<file path="src/sv/bfb_pkg.sv">
// Package for the beacon frame builder: payload structs, frame constants
// and the element trailer table. No dependencies.
package bfb_pkg;

  localparam int BFB_MAX_SSID_BYTES = 32;
  localparam int BFB_SSID_BITS      = BFB_MAX_SSID_BYTES * 8;

  localparam logic [7:0]  BFB_FC_BEACON  = 8'h80;
  localparam logic [7:0]  BFB_BEACON_INT = 8'h64;
  localparam logic [15:0] BFB_CAP_BASE   = 16'h0421;
  localparam logic [15:0] BFB_CAP_PRIV   = 16'h0010;
  localparam logic [7:0]  BFB_SSID_ID    = 8'h00;

  localparam logic [5:0] BFB_MAX_SSID = 6'(BFB_MAX_SSID_BYTES);
  localparam logic [6:0] BFB_HDR_LEN  = 7'd36;  // bytes ahead of the SSID element
  localparam logic [6:0] BFB_BASE_LEN = 7'd47;  // frame length with empty SSID, no RSN
  localparam logic [6:0] BFB_RSN_LEN  = 7'd22;

  localparam logic [7:0] BFB_RSN [22] = '{
    8'h30, 8'h14, 8'h01, 8'h00, 8'h00, 8'h0F, 8'hAC, 8'h04,
    8'h01, 8'h00, 8'h00, 8'h0F, 8'hAC, 8'h04,
    8'h01, 8'h00, 8'h00, 8'h0F, 8'hAC, 8'h02,
    8'h00, 8'h00
  };

  typedef struct packed {
    logic [47:0] bss_address;
    logic [11:0] sequence_number;
    logic [3:0]  channel_number;
    logic [5:0]  ssid_length;
    logic [63:0] ssid_word_0;
    logic [63:0] ssid_word_1;
    logic [63:0] ssid_word_2;
    logic [63:0] ssid_word_3;
  } bfb_in_t;

  typedef struct packed {
    logic [63:0] frame_word;
    logic [3:0]  byte_count;
    logic        last_word;
  } bfb_out_t;

  // Request as held while its words go out.
  typedef struct packed {
    logic                     rsn;
    logic [47:0]              bss_address;
    logic [11:0]              sequence_number;
    logic [3:0]               channel_number;
    logic [5:0]               ssid_length;
    logic [BFB_SSID_BITS-1:0] ssid;
  } bfb_frame_t;

  // Bytes after the SSID: rates, DS parameter set, then the RSN element.
  function automatic logic [7:0] bfb_trailer(logic [4:0] e, logic [3:0] chan);
    logic [7:0] b;
    b = 8'h00;
    case (e) inside
      5'd0:           b = 8'h01;
      5'd1:           b = 8'h04;
      5'd2:           b = 8'h82;
      5'd3:           b = 8'h84;
      5'd4:           b = 8'h8B;
      5'd5:           b = 8'h96;
      5'd6:           b = 8'h03;
      5'd7:           b = 8'h01;
      5'd8:           b = {4'h0, chan};
      [5'd9:5'd30]:   b = BFB_RSN[5'(e - 5'd9)];
      default:        b = 8'h00;
    endcase
    return b;
  endfunction

endpackage

</file>
<file path="src/sv/bfb_word_gen.sv">
// Builds one 8-byte frame word from the held request and a word index.
// Depends on bfb_pkg.
module bfb_word_gen import bfb_pkg::*; (
  input  bfb_frame_t frm,
  input  logic [3:0] widx,
  output bfb_out_t   word
);

  function automatic logic [7:0] lane_byte(logic [6:0] p, bfb_frame_t f, logic [6:0] len);
    logic [15:0] cap;
    logic [6:0]  q;
    logic [6:0]  d;
    logic [6:0]  e;
    logic [2:0]  ai;
    logic [7:0]  b;
    cap = BFB_CAP_BASE | (f.rsn ? BFB_CAP_PRIV : 16'h0000);
    q   = p - BFB_HDR_LEN;
    d   = q - 7'd2;
    e   = d - 7'(f.ssid_length);
    ai  = (p < 7'd16) ? 3'(p - 7'd10) : 3'(p - 7'd16);
    b   = 8'h00;
    if (p >= len) begin
      b = 8'h00;
    end else if (p < BFB_HDR_LEN) begin
      case (p) inside
        7'd0:            b = BFB_FC_BEACON;
        [7'd4:7'd9]:     b = 8'hFF;
        [7'd10:7'd21]:   b = f.bss_address[{ai, 3'b000} +: 8];
        7'd22:           b = {f.sequence_number[3:0], 4'h0};
        7'd23:           b = f.sequence_number[11:4];
        7'd32:           b = BFB_BEACON_INT;
        7'd34:           b = cap[7:0];
        7'd35:           b = cap[15:8];
        default:         b = 8'h00;
      endcase
    end else if (q == 7'd0) begin
      b = BFB_SSID_ID;
    end else if (q == 7'd1) begin
      b = 8'(f.ssid_length);
    end else if (d < 7'(f.ssid_length)) begin
      b = f.ssid[{d[4:0], 3'b000} +: 8];
    end else begin
      b = bfb_trailer(e[4:0], f.channel_number);
    end
    return b;
  endfunction

  logic [6:0] len;
  logic [6:0] len_m1;
  logic       last;

  assign len    = BFB_BASE_LEN + 7'(frm.ssid_length) + (frm.rsn ? BFB_RSN_LEN : 7'd0);
  assign len_m1 = len - 7'd1;
  assign last   = (widx == len_m1[6:3]);

  always_comb begin
    for (int k = 0; k < 8; k++) begin
      word.frame_word[8*k +: 8] = lane_byte({widx, 3'(k)}, frm, len);
    end
    word.last_word  = last;
    word.byte_count = last ? ({1'b0, len_m1[2:0]} + 4'd1) : 4'd8;
  end

endmodule

</file>
<file path="src/sv/bfb_out_stage.sv">
// Output register of the beacon frame builder with valid/stall handshake.
// Depends on bfb_pkg.
module bfb_out_stage import bfb_pkg::*; (
  input  logic     clk,
  input  logic     rst,
  input  logic     load,
  input  bfb_out_t word,
  output logic     free,
  input  logic     out_stall,
  output logic     out_valid,
  output bfb_out_t out_data
);

  assign free = !out_valid || !out_stall;

  always_ff @(posedge clk) begin
    if (rst) begin
      out_valid <= 1'b0;
    end else if (load) begin
      out_valid <= 1'b1;
    end else if (!out_stall) begin
      out_valid <= 1'b0;
    end
  end

  always_ff @(posedge clk) begin
    if (load) begin
      out_data <= word;
    end
  end

endmodule

</file>
<file path="src/sv/beacon_frame_builder.sv">
// Beacon frame builder top level: request register, word counter, config register.
// Depends on bfb_pkg, bfb_word_gen and bfb_out_stage.
// Each request becomes one beacon frame of 47 to 101 bytes (69 to 101 with rsn_enable
// set), delivered as 6 to 13 words of 8 bytes, one word per cycle while out_stall is
// low. After the request transfer the request is held in the request register, and
// its first word is then loaded into the output register. The next request is taken
// in the same cycle that the previous frame's last word enters the output register,
// so frames follow with no gap; the single output word register sets the rate. The
// user must write rsn_enable only while idle; the block itself does not enforce it.
module beacon_frame_builder import bfb_pkg::*; (
  input  logic     clk,
  input  logic     rst,
  input  logic     in_valid,
  output logic     in_stall,
  input  bfb_in_t  in_data,
  output logic     out_valid,
  input  logic     out_stall,
  output bfb_out_t out_data,
  input  logic     cfg_valid,
  output logic     cfg_ready,
  input  logic     cfg_data
);

  logic       rsn_enable;
  logic       busy;
  logic [3:0] widx;
  bfb_frame_t frm;
  bfb_out_t   word;
  logic       free;
  logic       load;
  logic       done;
  logic       accept;

  assign cfg_ready = 1'b1;

  assign load     = busy && free;
  assign done     = load && word.last_word;
  assign in_stall = busy && !done;
  assign accept   = in_valid && !in_stall;

  always_ff @(posedge clk) begin
    if (rst) begin
      rsn_enable <= 1'b0;
    end else if (cfg_valid && cfg_ready) begin
      rsn_enable <= cfg_data;
    end
  end

  always_ff @(posedge clk) begin
    if (rst) begin
      busy <= 1'b0;
      widx <= '0;
    end else if (accept) begin
      busy <= 1'b1;
      widx <= '0;
    end else if (done) begin
      busy <= 1'b0;
    end else if (load) begin
      widx <= widx + 4'd1;
    end
  end

  always_ff @(posedge clk) begin
    if (accept) begin
      frm.rsn             <= rsn_enable;
      frm.bss_address     <= in_data.bss_address;
      frm.sequence_number <= in_data.sequence_number;
      frm.channel_number  <= in_data.channel_number;
      frm.ssid_length     <= (in_data.ssid_length > BFB_MAX_SSID) ? BFB_MAX_SSID
                                                                  : in_data.ssid_length;
      frm.ssid            <= {in_data.ssid_word_3, in_data.ssid_word_2,
                              in_data.ssid_word_1, in_data.ssid_word_0};
    end
  end

  bfb_word_gen u_word_gen (
    .frm  (frm),
    .widx (widx),
    .word (word)
  );

  bfb_out_stage u_out_stage (
    .clk       (clk),
    .rst       (rst),
    .load      (load),
    .word      (word),
    .free      (free),
    .out_stall (out_stall),
    .out_valid (out_valid),
    .out_data  (out_data)
  );

endmodule

</file>
<file path="config.mk">
export PLATFORM = sky130hd
export DESIGN_NAME = beacon_frame_builder
export DESIGN_NICKNAME = d
export VERILOG_FILES = /design/src/sv/bfb_pkg.sv /design/src/sv/bfb_word_gen.sv /design/src/sv/bfb_out_stage.sv /design/src/sv/beacon_frame_builder.sv
export SDC_FILE = /design/constraint.sdc
export NUM_CORES = 1
export LEC_CHECK = 0
export ABC_AREA = 1
export BUFFER_PORTS_ARGS = -buffer_cell sky130_fd_sc_hd__clkbuf_2
export CAP_MARGIN = 10
export CORE_MARGIN = 8
export CORE_UTILIZATION = 35
export DETAILED_ROUTE_END_ITERATION = 8
export HOLD_SLACK_MARGIN = 0.1
export PLACE_DENSITY = 0.52
export SYNTH_ARGS = -nofsm -noshare
export SYNTH_HDL_FRONTEND = slang
export SYNTH_HIERARCHICAL = 1
export SYNTH_SLANG_ARGS = --single-unit
export TNS_END_PERCENT = 30
</file>
<file path="constraint.sdc">
create_clock -name clk -period 10.8 [get_ports clk]
set_input_delay 1.62 -clock clk [delete_from_list [all_inputs] [get_ports clk]]
set_output_delay 1.62 -clock clk [all_outputs]
set_load 0.05 [all_outputs]
</file>
==> flow_summary.yaml <==
clock_tree:
  post-cts-setup-buffer-count: 0
  clock_sinks: 403
  cts_root_buf: "clkbuf_16"
  cts_tree: "built"
  clkTransAtPathRegs_ps: 60
  cts_buffer_depth: 3
  hold_buffers: 0
  h-tree-depth: 2
  cts-buffers-inserted: 45
  cts_resized: 0
  worstSkewPairLatency_ps: 580
sta:
  maxSlewHeadroom_pct: 28.0
  fin_crit_ps: 6170
  fmax_mhz: 162
  tns_ps: 0
  slew_viol_final: 0
  min_period_over_period_pct: 57.2
  clock-skew-final_ps: 21.8
  finalWorstSetupSlack_ps: 4630
  rsz0062_at_grt: "no"
  worst_pin_slew_ps: 1070
  hold_viol: 0
  hold_ws_ps: 464
  setup_violations: 0
route:
  drt_first_pass_iters: 6
  vias: 19802
  drc: 0
  routed_wl_um: 95600
  vias_per_cell: 5.49
  top_layer: "met5"
  ant_nets: 0
  dr_wl_met2_um: 45200
  m1WireLength_um: 38600
  wl_per_cell_um: 26.5
  met3_length_um: 7970
  drt_iter0_drc: 2037
setup_path:
  worstSetupPathType: "flip-flop to output port"
  end_kind: "output port"
  cp_top_family: "adder cells"
  path_max_fanout: 20
  cp_slowest_cell: "fa_1"
  critical_path_required_ps: 9180
  arrival_ps: 4550
  start_kind: "flip-flop"
  critPathBufInv: 7
  critPathMaxStageDelay_ps: 570
  crit_top_cell: "inv_1"
  worstPathCellList: "buf_4 > inv_1 > ha_1 > inv_1 > ha_1 > fa_1 > nor3_1 > xnor2_1 > xor2_1 > nand2_1 > inv_1 > o211a_1 > nand2_1 > inv_1 > nand2_1 > nand2_1 > inv_1 > clkbuf_2"
  ff2ff_setup_slack_ps: 5080
placement:
  place_hpwl_um: 74100
  dp.cells: 3522
  port_buffers: 402
  pre_cts_ws_ps: 5160
  place_congestion: 0.992
synth:
  synthFlopType: "edfxtp_1"
  async_reset_ff_share_pct: 0
  ys_top_cells_by_area: "edfxtp_1, nand2_1, o21ai_0, nor2_1, inv_1"
  ys_seq_area_share_pct: 55.1
  synth_area_um2: 21900
  synth_cell_types: 67
  syn-instance-count: 2352
  yosysWarnings: 6
  syn-mean-instance-area_um2: 9.29
  synth.most_common_cell: "nand2_1"
  synth-edff-count: 396
  synth_top_area_share_pct: 54.4
  synth_commonest_cells: "nand2_1, edfxtp_1, nor2_1"
  synth_nets: 2744
  ys_ff_latch: 403
  synth_top_area_cell: "edfxtp_1"
finish:
  fin_cells: 3606
  nets: 3124
  syn2layout_area_growth_pct: 19.3
  fill_cells: 6268
  multi_input_area_um2: 8460
  drive_gt1_share_pct: 20.7
  ff_latch_area_um2: 12000
grt:
  grt_overflow: 0
  grt_pass1_wl_um: 135000
  grtUsageTotal_pct: 26.0
  antenna_found_initial: 16
  grt_pass1_vias: 19585
  grt_max_degree: 144
floorplan:
  start_util_pct: 35.4
  coreArea_um2: 61700
  die_w_um: 266
  rows: 91
  ios: 404
  dieArea_um2: 70700
  die_h_um: 266
power_and_ir_drop:
  totalPowerFinal_mw: 5.24
  ir_drop_uv: 107
  power_leakage_nw: 11.1
  p_per_area_nw_per_um2: 201
outcome:
  status: "finished clean"
run:
  cap_violations: 0
worst_hold_path:
  hold_class: "flip-flop to flip-flop"
-- per-stage QoR --
stage	util [%]	area (um2)
final	42.2	26100
after global routing	42.2	26100
after CTS	42.2	26100
after detailed placement	40.0	24700
after global placement	40.0	24700
after floorplan	-	21900
-- state kept, by name, summed over array words and instances, names as in the netlist --
| name | flops |
|---|---|
| busy | 1 |
| u_out_stage/out_valid | 1 |
| frm | 327 |
| u_out_stage/out_data | 69 |
| widx | 4 |
| rsn_enable | 1 |
-- kinds of logic (layout without fill, tap and decap cells) --
kind of cell	count (synthesis)	count (layout)	synth area share (%)
and+or+nand+nor	942	942	17.8
buffers and inverters	328	739	6.26
other	1	7	0.0172
DFF	403	403	55.1
AOI/OAI and AO/OA	592	592	15.9
adders and majority gates	60	60	3.50
xor gates and xnor gates	26	26	1.39
-- cell type report --
class | count | area share [%]
Inverter | 232 | 3.42
Timing Repair Buffer | 429 | 8.54
Sequential cell | 403 | 46.2
Clock buffer | 54 | 4.45
Antenna cell | 6 | 0.0576
Clock inverter | 24 | 0.907
Tap cell | 837 | 4.02
Multi-Input combinational cell | 1621 | 32.4
-- routing by layer --
metal,GRT usage (%),vias to the layer above
li1,-,9037
met3,5.54,188
met5,0,-
met4,9.68,14
met1,33.5,9639
met2,42.9,924
-- report_power, final --
| part | switching [mW] | internal [mW] | total, mW | leakage (nW) |
|---|---|---|---|---|
| logic | 1.29 | 0.455 | 1.75 | 6.61 |
| clock network | 0.646 | 0.844 | 1.49 | 0.679 |
| registers | 0.0734 | 1.93 | 2.00 | 3.81 |
| total | 2.01 | 3.23 | 5.24 | 11.1 |
-- path summary, 6_finish.rpt --
kind,from,endpoint,cells past startpoint
setup / recovery,frm[257],in_stall,18
hold reg to reg,rsn_enable,frm[326],0
setup reg to reg,frm[257],frm[167],19
hold / removal,rsn_enable,frm[326],0
-- worst register-to-register path: stages, from the launching register on --
cell      delay [ps]
edfxtp_1         320
buf_4            290
inv_1            270
ha_1             380
inv_1            110
ha_1             250
fa_1             570
nor3_1           450
xnor2_1          190
xor2_1           160
nand2_1           70
inv_1             50
o211a_1          140
nand2_1           90
inv_1            180
nand2_1           80
nand2_1          110
nand2_2          120
inv_8            590
buf_12           670
-- layout by cell type (no fill, tap or decap), types with 14 or more instances in the layout --
master       n
o21ai_0    233
clkbuf_2   402
nand2_1    491
clkbuf_16   45
o221ai_1    16
nand3_1    118
inv_1      206
ha_1        57
nor2_1     243
o21ai_1     20
a211oi_1    16
inv_2       17
o22ai_1     39
a21oi_1    151
nand2_2     21
a221oi_1    15
buf_4       26
o211ai_1    30
a31oi_1     15
edfxtp_1   396
xor2_1      14
nor3_1      41
Note: power is estimated with default switching activity, not from simulation.
